[config.mk]
export PLATFORM = sky130hd
export DESIGN_NAME = number_literal_parser_top
export DESIGN_NICKNAME = d
export VERILOG_FILES = /design/src/sv/nlp_pkg.sv /design/src/sv/nlp_step.sv /design/src/sv/number_literal_parser_top.sv
export SDC_FILE = /design/constraint.sdc
export NUM_CORES = 1
export LEC_CHECK = 0
export BUFFER_PORTS_ARGS = -buffer_cell sky130_fd_sc_hd__buf_2
export CORE_MARGIN = 4
export CORE_UTILIZATION = 35
export CTS_CLUSTER_SIZE = 24
export DETAILED_ROUTE_END_ITERATION = 12
export PLACE_DENSITY = 0.57
export SYNTH_ARGS = -nofsm -noshare
export SYNTH_HDL_FRONTEND = slang
export SYNTH_SLANG_ARGS = --single-unit
[constraint.sdc]
create_clock -name clock -period 4.5 [get_ports clock]
set_input_delay 0.9 -clock clock [delete_from_list [all_inputs] [get_ports clock]]
set_output_delay 0.9 -clock clock [all_outputs]
set_load 0.01 [all_outputs]
[src/sv/nlp_pkg.sv]
`timescale 1ns / 1ps
// Shared types, constants and helper functions for the number literal parser.
package nlp_pkg;

   localparam int unsigned FRAC_DIGITS = 9;

   // character classes
   localparam logic [3:0] CL_ZERO  = 4'd0;
   localparam logic [3:0] CL_DIGIT = 4'd1;
   localparam logic [3:0] CL_X     = 4'd2;
   localparam logic [3:0] CL_POINT = 4'd3;
   localparam logic [3:0] CL_SPACE = 4'd4;
   localparam logic [3:0] CL_NUL   = 4'd5;
   localparam logic [3:0] CL_HEXL  = 4'd6;
   localparam logic [3:0] CL_MINUS = 4'd7;
   localparam logic [3:0] CL_REST  = 4'd8;

   // transition targets: table states, then the two terminal outcomes
   localparam logic [3:0] TG_START      = 4'd0;
   localparam logic [3:0] TG_ZERO       = 4'd1;
   localparam logic [3:0] TG_SPACE      = 4'd2;
   localparam logic [3:0] TG_MINUS      = 4'd3;
   localparam logic [3:0] TG_HEX_PREFIX = 4'd4;
   localparam logic [3:0] TG_HEX_DIGITS = 4'd5;
   localparam logic [3:0] TG_DEC_DIGITS = 4'd6;
   localparam logic [3:0] TG_POINT      = 4'd7;
   localparam logic [3:0] TG_FRAC       = 4'd8;
   localparam logic [3:0] TG_OK         = 4'd9;
   localparam logic [3:0] TG_BAD        = 4'd10;

   localparam int unsigned NUM_STATES  = 9;
   localparam int unsigned NUM_CLASSES = 9;

   localparam logic [3:0] NEXT_TABLE [NUM_STATES][NUM_CLASSES] = '{
      '{TG_ZERO, TG_DEC_DIGITS, TG_HEX_PREFIX, TG_BAD, TG_START, TG_BAD, TG_BAD,
        TG_MINUS, TG_BAD},
      '{TG_DEC_DIGITS, TG_DEC_DIGITS, TG_HEX_PREFIX, TG_POINT, TG_BAD, TG_OK,
        TG_BAD, TG_BAD, TG_BAD},
      '{TG_DEC_DIGITS, TG_DEC_DIGITS, TG_BAD, TG_BAD, TG_SPACE, TG_BAD, TG_BAD,
        TG_BAD, TG_BAD},
      '{TG_DEC_DIGITS, TG_DEC_DIGITS, TG_BAD, TG_BAD, TG_MINUS, TG_BAD, TG_BAD,
        TG_BAD, TG_BAD},
      '{TG_HEX_DIGITS, TG_HEX_DIGITS, TG_BAD, TG_BAD, TG_BAD, TG_BAD,
        TG_HEX_DIGITS, TG_BAD, TG_BAD},
      '{TG_HEX_DIGITS, TG_HEX_DIGITS, TG_BAD, TG_BAD, TG_BAD, TG_OK,
        TG_HEX_DIGITS, TG_BAD, TG_BAD},
      '{TG_DEC_DIGITS, TG_DEC_DIGITS, TG_BAD, TG_POINT, TG_BAD, TG_OK, TG_BAD,
        TG_BAD, TG_BAD},
      '{TG_FRAC, TG_FRAC, TG_BAD, TG_BAD, TG_BAD, TG_BAD, TG_BAD, TG_BAD, TG_BAD},
      '{TG_FRAC, TG_FRAC, TG_BAD, TG_BAD, TG_BAD, TG_OK, TG_BAD, TG_BAD, TG_BAD}
   };

   typedef enum logic [8:0] {
      ST_START      = 9'b000000001,
      ST_ZERO       = 9'b000000010,
      ST_SPACE      = 9'b000000100,
      ST_MINUS      = 9'b000001000,
      ST_HEX_PREFIX = 9'b000010000,
      ST_HEX_DIGITS = 9'b000100000,
      ST_DEC_DIGITS = 9'b001000000,
      ST_POINT      = 9'b010000000,
      ST_FRAC       = 9'b100000000
   } parse_state_type;

   typedef struct packed {
      parse_state_type state;
      logic [31:0]     int_accum;
      logic [29:0]     frac_accum;
      logic [3:0]      frac_kept;
      logic            minus;
      logic            saw_dec;
      logic            saw_hex;
      logic            saw_real;
      logic            overflow;
      logic            skip;
   } ctx_type;

   typedef struct packed {
      logic        is_invalid;
      logic        saw_decimal;
      logic        saw_hex;
      logic        saw_real;
      logic        negative;
      logic [31:0] int_part;
      logic [29:0] frac_value;
      logic [3:0]  frac_count;
      logic        overflow;
   } result_type;

   localparam ctx_type CTX_RESET = '{
      state:      ST_START,
      int_accum:  32'd0,
      frac_accum: 30'd0,
      frac_kept:  4'd0,
      minus:      1'b0,
      saw_dec:    1'b0,
      saw_hex:    1'b0,
      saw_real:   1'b0,
      overflow:   1'b0,
      skip:       1'b0
   };

   function automatic logic [3:0] char_class(input logic [7:0] c);
      logic [3:0] cls;
      if (c == 8'h30) cls = CL_ZERO;
      else if (c >= 8'h31 && c <= 8'h39) cls = CL_DIGIT;
      else if (c == 8'h78 || c == 8'h58) cls = CL_X;
      else if (c == 8'h2e) cls = CL_POINT;
      else if (c == 8'h20 || (c >= 8'h09 && c <= 8'h0d)) cls = CL_SPACE;
      else if (c == 8'h00) cls = CL_NUL;
      else if ((c >= 8'h61 && c <= 8'h66) || (c >= 8'h41 && c <= 8'h46)) cls = CL_HEXL;
      else if (c == 8'h2d) cls = CL_MINUS;
      else cls = CL_REST;
      return cls;
   endfunction

   // digits map through their low nibble, letters a..f / A..F add nine
   function automatic logic [3:0] hex_value(input logic [7:0] c);
      logic [3:0] v;
      if (c >= 8'h30 && c <= 8'h39) v = c[3:0];
      else if ((c >= 8'h61 && c <= 8'h66) || (c >= 8'h41 && c <= 8'h46))
         v = c[3:0] + 4'd9;
      else v = 4'd0;
      return v;
   endfunction

   function automatic logic [3:0] state_index(input parse_state_type s);
      logic [3:0] idx;
      case (s)
         ST_START:      idx = TG_START;
         ST_ZERO:       idx = TG_ZERO;
         ST_SPACE:      idx = TG_SPACE;
         ST_MINUS:      idx = TG_MINUS;
         ST_HEX_PREFIX: idx = TG_HEX_PREFIX;
         ST_HEX_DIGITS: idx = TG_HEX_DIGITS;
         ST_DEC_DIGITS: idx = TG_DEC_DIGITS;
         ST_POINT:      idx = TG_POINT;
         ST_FRAC:       idx = TG_FRAC;
         default:       idx = TG_START;
      endcase
      return idx;
   endfunction

   function automatic parse_state_type state_from_target(input logic [3:0] t);
      parse_state_type s;
      case (t)
         TG_ZERO:       s = ST_ZERO;
         TG_SPACE:      s = ST_SPACE;
         TG_MINUS:      s = ST_MINUS;
         TG_HEX_PREFIX: s = ST_HEX_PREFIX;
         TG_HEX_DIGITS: s = ST_HEX_DIGITS;
         TG_DEC_DIGITS: s = ST_DEC_DIGITS;
         TG_POINT:      s = ST_POINT;
         TG_FRAC:       s = ST_FRAC;
         default:       s = ST_START;
      endcase
      return s;
   endfunction

endpackage

[src/sv/nlp_step.sv]
`timescale 1ns / 1ps
// One-character update of the parser context and result formation.
module nlp_step #(
   parameter int unsigned FRAC_DIGITS = nlp_pkg::FRAC_DIGITS
) (
   input  logic [7:0]          ch,
   input  nlp_pkg::ctx_type    cur,
   output nlp_pkg::ctx_type    nxt,
   output logic                emit,
   output nlp_pkg::result_type res
);
   import nlp_pkg::*;

   logic [3:0]  cls;
   logic [3:0]  target;
   logic [3:0]  digit_hex;
   logic [3:0]  digit_dec;
   logic [35:0] dec_sum;
   logic [35:0] hex_sum;
   logic [33:0] frac_sum;

   assign cls       = char_class(ch);
   assign digit_hex = hex_value(ch);
   assign digit_dec = ch[3:0];

   // x*10 = x*8 + x*2
   assign dec_sum  = {1'b0, cur.int_accum, 3'b000} + {3'b000, cur.int_accum, 1'b0}
                   + {32'd0, digit_dec};
   assign hex_sum  = {cur.int_accum, digit_hex};
   assign frac_sum = {1'b0, cur.frac_accum, 3'b000} + {3'b000, cur.frac_accum, 1'b0}
                   + {30'd0, digit_dec};

   always_comb begin
      nxt    = cur;
      emit   = 1'b0;
      res    = '0;
      target = TG_START;
      if (cur.skip) begin
         if (ch == 8'h00) begin
            nxt = CTX_RESET;
         end
      end else begin
         target = NEXT_TABLE[state_index(cur.state)][cls];
         case (target)
            TG_MINUS: begin
               nxt.minus = 1'b1;
            end
            TG_HEX_PREFIX: begin
               nxt.saw_hex = 1'b1;
            end
            TG_HEX_DIGITS: begin
               nxt.int_accum = hex_sum[31:0];
               if (hex_sum[35:32] != 4'd0) nxt.overflow = 1'b1;
            end
            TG_DEC_DIGITS: begin
               nxt.saw_dec   = 1'b1;
               nxt.int_accum = dec_sum[31:0];
               if (dec_sum[35:32] != 4'd0) nxt.overflow = 1'b1;
            end
            TG_POINT: begin
               nxt.saw_real = 1'b1;
            end
            TG_FRAC: begin
               if (cur.frac_kept < 4'(FRAC_DIGITS)) begin
                  nxt.frac_accum = frac_sum[29:0];
                  nxt.frac_kept  = cur.frac_kept + 4'd1;
               end else begin
                  nxt.overflow = 1'b1;
               end
            end
            default: begin
            end
         endcase

         if (target == TG_OK) begin
            emit            = 1'b1;
            res.saw_decimal = cur.saw_dec;
            res.saw_hex     = cur.saw_hex;
            res.saw_real    = cur.saw_real;
            res.negative    = cur.minus;
            res.int_part    = cur.int_accum;
            res.frac_value  = cur.frac_accum;
            res.frac_count  = cur.frac_kept;
            res.overflow    = cur.overflow;
            nxt             = CTX_RESET;
         end else if (target == TG_BAD) begin
            emit           = 1'b1;
            res.is_invalid = 1'b1;
            nxt            = CTX_RESET;
            nxt.skip       = (ch != 8'h00);
         end else begin
            nxt.state = state_from_target(target);
         end
      end
   end

endmodule

[src/sv/number_literal_parser_top.sv]
`timescale 1ns / 1ps
// Top level of the number literal parser: request register, context, result register.
//
//   channel | direction | handshake            | payload
//   req     | in        | req_valid/req_ready  | req_ch (8b character, 0 ends text)
//   rsp     | out       | rsp_valid/rsp_ready  | flags, int_part, frac_value/count, overflow
//
// One character per cycle unless a held result stalls it. A request is registered in
// the input register, is applied to the context, and its result (if any) is
// registered and shows on rsp. The context update in nlp_step is the combinational loop.
// Synchronous reset clears context and both valid flags.
// A held result stalls the input register; req_ready drops only while both are
// full and rsp_ready is low.
module number_literal_parser_top #(
   parameter int unsigned FRAC_DIGITS = nlp_pkg::FRAC_DIGITS
) (
   input  logic        clock,
   input  logic        reset,
   input  logic        req_valid,
   output logic        req_ready,
   input  logic [7:0]  req_ch,
   output logic        rsp_valid,
   input  logic        rsp_ready,
   output logic        rsp_is_invalid,
   output logic        rsp_saw_decimal,
   output logic        rsp_saw_hex,
   output logic        rsp_saw_real,
   output logic        rsp_negative,
   output logic [31:0] rsp_int_part,
   output logic [29:0] rsp_frac_value,
   output logic [3:0]  rsp_frac_count,
   output logic        rsp_overflow
);
   import nlp_pkg::*;

   logic       in_valid_ff, in_valid_in;
   logic [7:0] in_ch_ff, in_ch_in;
   ctx_type    ctx_ff, ctx_in;
   logic       rsp_valid_ff, rsp_valid_in;
   result_type rsp_ff, rsp_in;

   ctx_type    step_ctx;
   logic       step_emit;
   result_type step_res;
   logic       advance;

   nlp_step #(
      .FRAC_DIGITS (FRAC_DIGITS)
   ) u_step (
      .ch   (in_ch_ff),
      .cur  (ctx_ff),
      .nxt  (step_ctx),
      .emit (step_emit),
      .res  (step_res)
   );

   assign advance   = in_valid_ff && (!rsp_valid_ff || rsp_ready);
   assign req_ready = !in_valid_ff || advance;

   always_comb begin
      in_valid_in  = in_valid_ff;
      in_ch_in     = in_ch_ff;
      ctx_in       = ctx_ff;
      rsp_valid_in = rsp_valid_ff;
      rsp_in       = rsp_ff;
      if (rsp_ready) rsp_valid_in = 1'b0;
      if (advance) begin
         ctx_in      = step_ctx;
         in_valid_in = 1'b0;
         if (step_emit) begin
            rsp_valid_in = 1'b1;
            rsp_in       = step_res;
         end
      end
      if (req_valid && req_ready) begin
         in_valid_in = 1'b1;
         in_ch_in    = req_ch;
      end
   end

   always_ff @(posedge clock) begin
      if (reset) begin
         in_valid_ff  <= 1'b0;
         rsp_valid_ff <= 1'b0;
         ctx_ff       <= CTX_RESET;
      end else begin
         in_valid_ff  <= in_valid_in;
         rsp_valid_ff <= rsp_valid_in;
         ctx_ff       <= ctx_in;
      end
      in_ch_ff <= in_ch_in;
      rsp_ff   <= rsp_in;
   end

   assign rsp_valid       = rsp_valid_ff;
   assign rsp_is_invalid  = rsp_ff.is_invalid;
   assign rsp_saw_decimal = rsp_ff.saw_decimal;
   assign rsp_saw_hex     = rsp_ff.saw_hex;
   assign rsp_saw_real    = rsp_ff.saw_real;
   assign rsp_negative    = rsp_ff.negative;
   assign rsp_int_part    = rsp_ff.int_part;
   assign rsp_frac_value  = rsp_ff.frac_value;
   assign rsp_frac_count  = rsp_ff.frac_count;
   assign rsp_overflow    = rsp_ff.overflow;

   a_invalid_clean: assert property (@(posedge clock) disable iff (reset)
      rsp_valid_ff && rsp_ff.is_invalid |->
         rsp_ff.int_part == '0 && rsp_ff.frac_value == '0 && rsp_ff.frac_count == '0
         && !rsp_ff.overflow && !rsp_ff.negative && !rsp_ff.saw_hex)
      else $error("invalid result carries nonzero fields");

   a_frac_cap: assert property (@(posedge clock) disable iff (reset)
      rsp_valid_ff |-> rsp_ff.frac_count <= 4'(FRAC_DIGITS))
      else $error("fraction digit count above cap");

   a_frac_empty: assert property (@(posedge clock) disable iff (reset)
      rsp_valid_ff && rsp_ff.frac_count == 4'd0 |-> rsp_ff.frac_value == '0)
      else $error("fraction value without digits");

   a_hex_exclusive: assert property (@(posedge clock) disable iff (reset)
      rsp_valid_ff |-> !(rsp_ff.saw_hex && (rsp_ff.saw_decimal || rsp_ff.saw_real)))
      else $error("hex result also flagged decimal or real");

   a_skip_clear: assert property (@(posedge clock) disable iff (reset)
      ctx_ff.skip |-> ctx_ff.state == ST_START && ctx_ff.int_accum == '0
         && ctx_ff.frac_kept == '0)
      else $error("context not cleared while dropping characters");

endmodule

==> run metrics, run 1 <==
Worst setup SP type register; top cells by area, synth edfxtp_1, dfxtp_1, ha_1; # DRC 0; CTS sink count approximately 160; ANT cells 0; highest routing layer actually used met4; maximum vdd drop 0.2367 mV; final instance area ~12,000 um2; final worst slack ~0.34 ns; global-route wire length before repair ~42,000 um; synth unique cells slightly above 90; Core Region roughly 31,000 um2; run status finished clean; crit end category register; post-synthesis async set-or-reset flop share 0%; Post-Synth Simple-Gate Area between 15 and 20%; pin count of the biggest net entering global routing 38; synthesis-to-layout area growth 14.08%; top post-synthesis cells by count ha_1, dfxtp_1, and2_1, edfxtp_1, nor2_1; syn_nets about 1,200; FF-to-FF Start in_ch_ff[2]; count leader, synth ha_1; EDFF count, synth 80; Worst-path clk slew approximately 0.070 ns; worst hold path startpoint ctx_ff[3]; I/O pin count 86; non-filler instance count after layout 1,572; final WL around 25,000 um; worst flop-to-flop path endpoint ctx_ff[1]; Rows between 60 and 70; clock buffer count from CTS 17; met1 WL between 10,000 and 15,000 um; sequential cell area 4064 um2; Leak roughly 5.5 nW; starting density of the core a little over a third; CP dominant cell by count ha_1; Yosys warnings 0; Fin Setup TNS 0 ns; Layout Skew roughly 0.010 ns; Cell Area, Placed 11,790 um2; root buffer cell clkbuf_16; CP bufs+invs 1; iteration count of the initial detailed-routing pass 4; H-Tree Depth 4; crit path DAT about 4.5 ns; CP startpoint in_ch_ff[2]; Post-Syn Area about 11,000 um2; adder-cell area share of the yosys netlist between 10% and 20%; Synth area leader edfxtp_1; layout cells sized above 1 between 10 and 15%; DR iter-0 viols between 400 and 500; Mapped Cells about 1,100; vias per cell approximately 5.3; Vias 8,366; routability congestion estimate 0.8402; clk buf depth 2; FILL cells roughly 3,000; power density cells 270.6 nW/um2; combinational family with the most area after synthesis compound AO/OA/AOI/OAI gates; Max Freq 240.5 MHz; overall power around 3.4 mW; vias in the first global route between 8,000 and 9,000; CTS tree done; clk_lat worst skew ~0.43 ns; Die H approximately 180 um; critical path capture point ctx_ff[1]; multi-input logic area 6521 um2; met2 WL 11,840 um; Seq/Total Area, Yosys approximately 37%; Worst R2R Setup Slack approximately 0.34 ns; largest delay contributor family on the critical path compound AO/OA/AOI/OAI gates; initial antenna violation count 0; HP Class reg2reg; # Max-Cap Violations 0; dpl hpwl between 15,000 and 20,000 um; ys flop type dfxtp_1; peak fanout along the critical path 5; CP Class reg2reg; Slew headroom between 50% and 60%; full die area about 34,000 um2; I/O Buffers 85; met3 routed WL just under 900 um; GRT overflow 0; Nets around 1,300; max-slew violation count 0; min Tclk post-route ~4.2 ns; fin crit share ~90%; Worst Reg-to-Reg Cells 14; CP required between 4 and 5 ns; Synth top area share roughly 22%; Synth Area in Compound Gates about 19%; Yosys reg bits approximately 160; Final Hold Viols 0; RSZ-0062 raised after global routing no; Tot GR Track Use between 15 and 20%; multiplexer area fraction after synthesis 3.254%; CP Depth 14; Worst path max stage delay 0.53 ns; Crit-path slowest cell edfxtp_1; Slew @ Worst Pin between 0.6 and 0.7 ns; WL/cell around 16 um; CP Cell Sequence ha_1 > ha_1 > inv_1 > fa_1 > nor2b_1 > o2111ai_1 > and3_1 > o31ai_1 > a31oi_1 > nor4_1 > o21ba_2 > o21ai_0 > a221oi_1 > nor3_1; xor and xnor area share after synthesis about 4.3%; Post-Place Worst Slack 0.3712 ns; die width between 150 and 200 um; Cells after DPL ~1,500; Final ANT Viol Nets 0; Syn Area/Cell roughly 10 um2; Setup Viol. Count Final 0
## tightest hold or removal path: stages (launching register included)
cell,delay [ns]
dfxtp_1,0.33
a21oi_1,0.04
nor2_1,0.07
## power by group
| part | internal (mW) | switching, mW |
|---|---|---|
| logic | 0.0649 | 0.132 |
| clock network | 0.896 | 0.657 |
| registers | 1.59 | 0.0207 |
## cells in the final DEF, fill, tap and decap left out, types with 16 or more instances in the layout
cell and instances:
ha_1 132, buf_2 85, dfxtp_1 83, and2_1 80, edfxtp_1 80, nor2_1 74
a21oi_1 71, nand2_1 51, xnor2_1 38, inv_1 32, mux2i_1 32, o2bb2ai_1 32
a22o_1 31, o21ai_0 29, nor3_1 25, nand3_1 23, a21o_1 20, clkbuf_16 17
xor2_1 16
## sequential cells by signal, indices dropped and copies added, names as in the netlist
name             flops
rsp_is_invalid       1
in_ch_ff             8
in_valid_ff          1
rsp_negative         1
rsp_saw_decimal      1
ctx_ff              81
rsp_saw_hex          1
rsp_frac_value      30
rsp_saw_real         1
rsp_frac_count       4
rsp_valid            1
rsp_int_part        32
rsp_overflow         1
## repair_timing
| action | 4_1_cts | 5_1_grt |
|---|---|---|
| hold buffers | 0 | 0 |
| buffers inserted | 0 | 0 |
| endpoints found under the setup margin | 0 | 72 |
| gates resized for setup | 0 | 1 |
## per-stage QoR
| step | utilization, % | hold WS [ns] |
|---|---|---|
| after floorplan | - | 0.4285 |
| after global placement | 38.53 | 0.4486 |
| after detailed placement | 38.53 | 0.4589 |
| after CTS | 40.56 | 0.4771 |
| after global routing | 40.58 | 0.5136 |
| final | 40.58 | 0.4747 |
## layout make-up
type	count	share of cell area, %
clock inverters	14	1.542
multi-input cells	847	52.54
flip-flops and latches	163	32.74
well taps	396	3.992
inverters	33	1.028
repair buffers	101	4.698
clock buffers	18	3.458
## kinds of logic after synthesis
group	count (synthesis)
simple gates	332
compound gates	290
flops	163
fa+ha+maj	136
buf+inv	69
xor+xnor	54
mux	35
## worst min-delay path by stage
stage / end / slack, ns / cells after the start
floorplan: ctx_ff[5] / 0.43 / 2
detailed placement: ctx_ff[3] / 0.46 / 2
CTS: ctx_ff[3] / 0.48 / 2
global route: ctx_ff[3] / 0.51 / 2
global placement: ctx_ff[2] / 0.45 / 2
finish: ctx_ff[3] / 0.47 / 2
## metal layers
layer  GRT usage [%]  vias to the layer above
li1                -                     4212
met1           20.62                     4011
met2           25.07                      128
met3           2.546                       15
met4           3.194                        0
met5               0                        -
Power figures use the tool's default switching activity.
==> inputs of run 2 (changes only) <==
Settings changed: SYNTH_HIERARCHICAL from default to 1.
==> run 2 against run 1 <==
Non-clock buffer count increased by 28; area after synthesis rose by 17%; wire length grew 28%; clock skew grew 0.0027 ns; combinational power grew 110%; critical path depth up 1; sequential power is essentially flat; cell count rose by 21%; worst hold slack gained 0.019 ns; power increased by 3.3%; count of clock-buffer cells in the layout grew 3; largest cell class unchanged; largest power group unchanged; highest routed layer unchanged.
==> run metrics, run 2 <==
run status finished clean; Layout Skew 0.01297 ns; Yosys reg bits 163; Vias between 10,000 and 15,000; min Tclk post-route roughly 4.3 ns; crit end category register; I/O pin count 86; P_sw 944.3 uW; clk_lat worst skew around 0.45 ns; die width approximately 200 um; Max Freq approximately 230 MHz; routability congestion estimate approximately 0.9; Worst-path clk slew about 0.07 ns; initial antenna violation count 0; Fin Setup TNS 0 ns; vias in the first global route between 10,000 and 15,000; multi-input logic area 8193 um2; Internal Power about 2.5 mW; iteration count of the initial detailed-routing pass 5; synth unique cells 86; WL/cell 16.97 um; Biggest register ctx_ff; most common cell after layout, fill and taps aside nand2b_1; clock buffer count from CTS 17; final worst slack 0.2313 ns; Clk pwr share around 42%; CTS Hold Bufs 0; Rows 69; Cells after DPL about 1,900; Synth top area share approximately a fifth; Mapped Cells roughly 1,400; ys flop type dfxtp_1; critical path capture point rsp_frac_value[24]; FILL cells 3,581; Core Region approximately 36,000 um2; starting density of the core between 30 and 40%; pin count of the biggest net entering global routing about 70; Combinational Power Share between 10% and 20%; final WL around 32,000 um; sequential cell area just over 4000 um2; synthesis-to-layout area growth 12.58%; # Max-Cap Violations 0; max reg flops 81; ANT cells 0; # DRC 0; root buffer cell clkbuf_16; Worst R2R Setup Slack ~0.23 ns; dpl hpwl ~23,000 um; non-filler instance count after layout between 1,500 and 2,000; GRT overflow 0; DR iter-0 viols 628; FF-to-FF Start in_ch_ff[0]; Synth area leader edfxtp_1; max-slew violation count 0; worst hold path startpoint ctx_ff[4]; Yosys warnings 6; Cell Area, Placed approximately 14,000 um2; fin crit share 94.86%; Nets approximately 1,600; most frequent cells in the layout nand2b_1, ha_1, mux2i_1, buf_2, dfxtp_1; vias per cell 5.434; syn_nets around 1,500; Leak 6.262 nW; Slew headroom 33.96%; crit path DAT between 4 and 5 ns; post-synthesis async set-or-reset flop share 0%; overall power around 3.5 mW; maximum vdd drop ~0.26 mV; top cells by area, synth edfxtp_1, dfxtp_1, ha_1; I/O Buffers 85; Util after Layout about 40%; Worst setup SP type register; layout cells sized above 1 a little over an eighth; CTS tree done; Final Hold Viols 0; Worst Reg-to-Reg Cells 15; full die area approximately 40,000 um2; final instance area about 14,000 um2; peak fanout along the critical path 23; CP startpoint in_ch_ff[0]; Syn Area/Cell 9.426 um2; Post-Syn Area 12,750 um2; CTS sink count ~160; count leader, synth nand2b_1; CP required approximately 4.7 ns; Seq/Total Area, Yosys 31.87%; Post-Place Worst Slack 0.1847 ns; top post-synthesis cells by count nand2b_1, ha_1, mux2i_1, dfxtp_1, edfxtp_1; RSZ-0062 raised after global routing no; Setup Viol. Count Final 0; Flop pwr share 46.9%; Tot GR Track Use roughly 16%; worst hold slack around 0.49 ns; Final ANT Viol Nets 0; H-Tree Depth 4; CP Class reg2reg; worst flop-to-flop path endpoint rsp_frac_value[24]; EDFF count, synth 80; Die H 198.9 um; power density cells approximately 240 nW/um2; clk buf depth 2; Slew @ Worst Pin 0.9869 ns; global-route wire length before repair 53,140 um; HP Class reg2reg; sw frac a little over a quarter
-- run 2: cell types whose count changed after synthesis, sizes merged, moves of 25 or more --
cell,before,now
nand2b,14,174
and3,6,79
and2,82,10
mux2i,32,85
nor2,74,47
o21ai,34,59
-- run 2: how the worst min path moves through the flow --
stage	end	slack, ns	depth (start not counted)
5_1_grt	ctx_ff[4]	0.52	2
3_3_place_gp	ctx_ff[39]	0.47	2
3_5_place_dp	ctx_ff[4]	0.48	2
2_1_floorplan	ctx_ff[79]	0.45	2
4_1_cts	ctx_ff[4]	0.50	2
6_report	ctx_ff[4]	0.49	2
-- run 2: repair_timing --
item                                   in CTS  in global routing
buffers inserted                            0                  6
gates resized for setup                     0                 12
setup endpoints to repair                   0                105
endpoints found under the hold margin       0                  0
-- run 2: final cells by class --
class                           instances  area share, %
Multi-Input combinational cell       1084          57.06
Inverter                               35         0.9150
Clock buffer                           21          3.346
Clock inverter                         11         0.6362
Sequential cell                       163          28.31
Timing Repair Buffer                  129          5.717
Tap cell                              461          4.017
-- run 2: kinds of logic after synthesis --
family,synth area share (%)
mux,6.848
simple gates,22.00
xor+xnor,3.973
flops,31.86
buf+inv,4.503
fa+ha+maj,13.58
compound gates,17.24
-- run 2: power groups by stage --
stage | Sequential, mW | Combinational [mW] | Clock, mW
after floorplan | 1.67 | 0.247 | 0
after global placement | 1.66 | 0.388 | 0
after detailed placement | 1.66 | 0.390 | 0
after CTS | 1.63 | 0.391 | 1.48
after global routing | 1.63 | 0.440 | 1.54
final | 1.63 | 0.405 | 1.44
-- run 2: routing by layer --
layer | routed length [um] | GRT usage, % | share of wire [%] | up-vias
met5 | 0 | 0 | 0 | -
met4 | 677 | 5.193 | 2.1 | 0
met3 | 1150 | 2.575 | 3.6 | 39
met2 | 14680 | 26.38 | 45 | 198
met1 | 15800 | 22.66 | 49 | 4952
li1 | - | - | - | 5158
-- run 2: worst max-delay path, stage by stage, from the launching register on --
cell       delay (ns)
edfxtp_1         0.51
inv_1            0.20
ha_1             0.26
or4b_1           0.48
o2111ai_1        0.12
and2_1           0.30
and3_1           0.21
a2111oi_0        0.07
a2111o_2         0.55
nor2_2           0.15
nand2_1          0.22
nor2_1           0.23
nand2_1          0.11
nor2_4           0.17
buf_12           0.14
clkbuf_16        0.21
==> inputs of run 3 (changes only) <==
Settings changed: PLACE_DENSITY 0.57 to 0.55.
Clock period 4.5 ns to 4.63 ns, I/O delays scaled along.
==> run 3 against run 2 <==
Register-to-register slack better by 0.15 ns; via count is 0.31% lower; global-route usage is 0.41 points higher; first-iteration DRC count is 13% lower; core utilization is 0.22 points lower; clock skew is 0.0021 ns lower; die area stayed put; critical path depth is 1 lower; sequential power is 3% lower; clock power is 7% higher; critical path type unchanged; critical endpoint is now rsp_int_part[9]; largest cell class unchanged; largest power group unchanged; highest routed layer unchanged.
==> run metrics, run 3 (synthesis gave the netlist of run 2 again) <==
die width a little under 200 um; CTS Hold Bufs 0; ANT cells 0; Leak between 6 and 7 nW; root buffer cell clkbuf_16; dpl hpwl between 20,000 and 25,000 um; Layout Skew 0.01091 ns; Max Freq ~240 MHz; maximum vdd drop between 0.2 and 0.3 mV; GRT overflow 0; global-route wire length before repair roughly 54,000 um; Final ANT Viol Nets 0; power density cells about 250 nW/um2; full die area a little under 40,000 um2; CP required between 4 and 5 ns; vias in the first global route approximately 10,000; Crit-path slowest cell or3b_2; Fin Setup TNS 0 ns; Tot GR Track Use roughly 17%; fin crit share roughly nine tenths; Worst setup SP type register; most frequent cells in the layout nand2b_1, ha_1, mux2i_1, buf_2, dfxtp_1; CTS sink count 163; CP Cell Sequence inv_1 > ha_1 > and4b_1 > nor3b_1 > or3b_2 > a32o_1 > a31oi_1 > o32ai_4 > nor2_1 > nand2_1 > nor2_1 > nand2_1 > nor2_4 > buf_12; HP Class reg2reg; # Max-Cap Violations 0; DR iter-0 viols roughly 540; clock buffer count from CTS 17; RSZ-0062 raised after global routing no; worst hold slack approximately 0.49 ns; H-Tree Depth 4; Core Region between 30,000 and 40,000 um2; max-slew violation count 0; met1 WL approximately 15,000 um; clk buf depth 2; I/O pin count 86; max reg flops between 80 and 90; min Tclk post-route between 4 and 5 ns; pin count of the biggest net entering global routing 129; peak fanout along the critical path 54; most common cell after layout, fill and taps aside nand2b_1; WL/cell 17.56 um; CTS tree done; Worst path max stage delay just over 0.6 ns; clk_lat worst skew 0.44 ns; Slew headroom roughly 32%; Rows around 70; Setup Viol. Count Final 0; CP Class reg2reg; layout cells sized above 1 11.97%; Vias about 10,000; crit end category register; final WL about 33,000 um; Worst-path clk slew approximately 0.06 ns; initial antenna violation count 0; I/O Buffers 85; synthesis-to-layout area growth 11.97%; highest routing layer actually used met4; Die H slightly below 200 um; Final Hold Viols 0; crit path DAT around 4.4 ns; Slew @ Worst Pin about 1.0 ns; run status finished clean; # DRC 0; final instance area about 14,000 um2; Cell Area, Placed roughly 14,000 um2; vias per cell 5.458; met3 routed WL 1317 um; iteration count of the initial detailed-routing pass 5; met2 WL about 16,000 um; Biggest register ctx_ff; starting density of the core 35.68%; Nets between 1,500 and 2,000; routability congestion estimate around 0.9
[run 3: cell types whose count changed in the layout (fill, tap and decap cells not counted), moves of 2 or more]
cell       delta
buf_12        +2
inv_6         -2
clkbuf_16     +2
buf_6         -2
buf_4        -13
clkbuf_8      -2
clkbuf_1      +2
clkinv_2      -2
bufinv_16     +2
inv_8         -2
[run 3: layout make-up]
| cell class | count | area, um2 |
|---|---|---|
| Clock buffer | 24 | 535.5 |
| Clock inverter | 8 | 107.6 |
| Fill cell | 3588 | 21460 |
| Inverter | 35 | 131.4 |
| Multi-Input combinational cell | 1084 | 8149 |
| Sequential cell | 163 | 4064 |
| Tap cell | 461 | 576.8 |
| Timing Repair Buffer | 115 | 715.7 |
[run 3: critical path, delay by kind of cell (launching register included)]
kind,cells,cell delay [ns]
compound gates,3,0.78
fa+ha+maj,1,0.28
buf+inv,2,0.44
flops,1,0.47
simple gates,8,1.86
[run 3: final timing paths]
| check | start | depth (start not counted) | slack [ns] | endpoint |
|---|---|---|---|---|
| min | ctx_ff[5] | 2 | 0.49 | ctx_ff[5] |
| max | in_ch_ff[0] | 14 | 0.39 | rsp_int_part[9] |
| min reg2reg | ctx_ff[5] | 2 | 0.49 | ctx_ff[5] |
| max reg2reg | in_ch_ff[0] | 14 | 0.39 | rsp_int_part[9] |
[run 3: repair_timing]
item / CTS / global route
buffers inserted: 0 / 0
gates resized for setup: 0 / 3
endpoints found under the setup margin: 0 / 95
[run 3: metal layers]
layer	global-route usage [%]	up-vias
met2	28.66	207
met4	3.673	0
li1	-	5131
met1	22.34	4951
met3	2.998	26
met5	0	-
[run 3: metrics by stage]
| stage | utilization, % | cells | total power, mW | worst slack [ns] |
|---|---|---|---|---|
| after global placement | 38.12 | 1858 | 2.004 | 0.2757 |
| final | 39.95 | 1890 | 3.509 | 0.3855 |
| after CTS | 39.92 | 1890 | 3.561 | 0.2204 |
| after global routing | 39.95 | 1890 | 3.658 | 0.009150 |
| after floorplan | - | 1353 | 1.867 | 0.09820 |
| after detailed placement | 38.12 | 1858 | 2.006 | 0.2336 |
[run 3: power breakdown]
group	total (mW)	internal, mW	switching, mW
Sequential	1.58	1.56	0.0256
Clock	1.54	0.926	0.614
Combinational	0.387	0.137	0.250
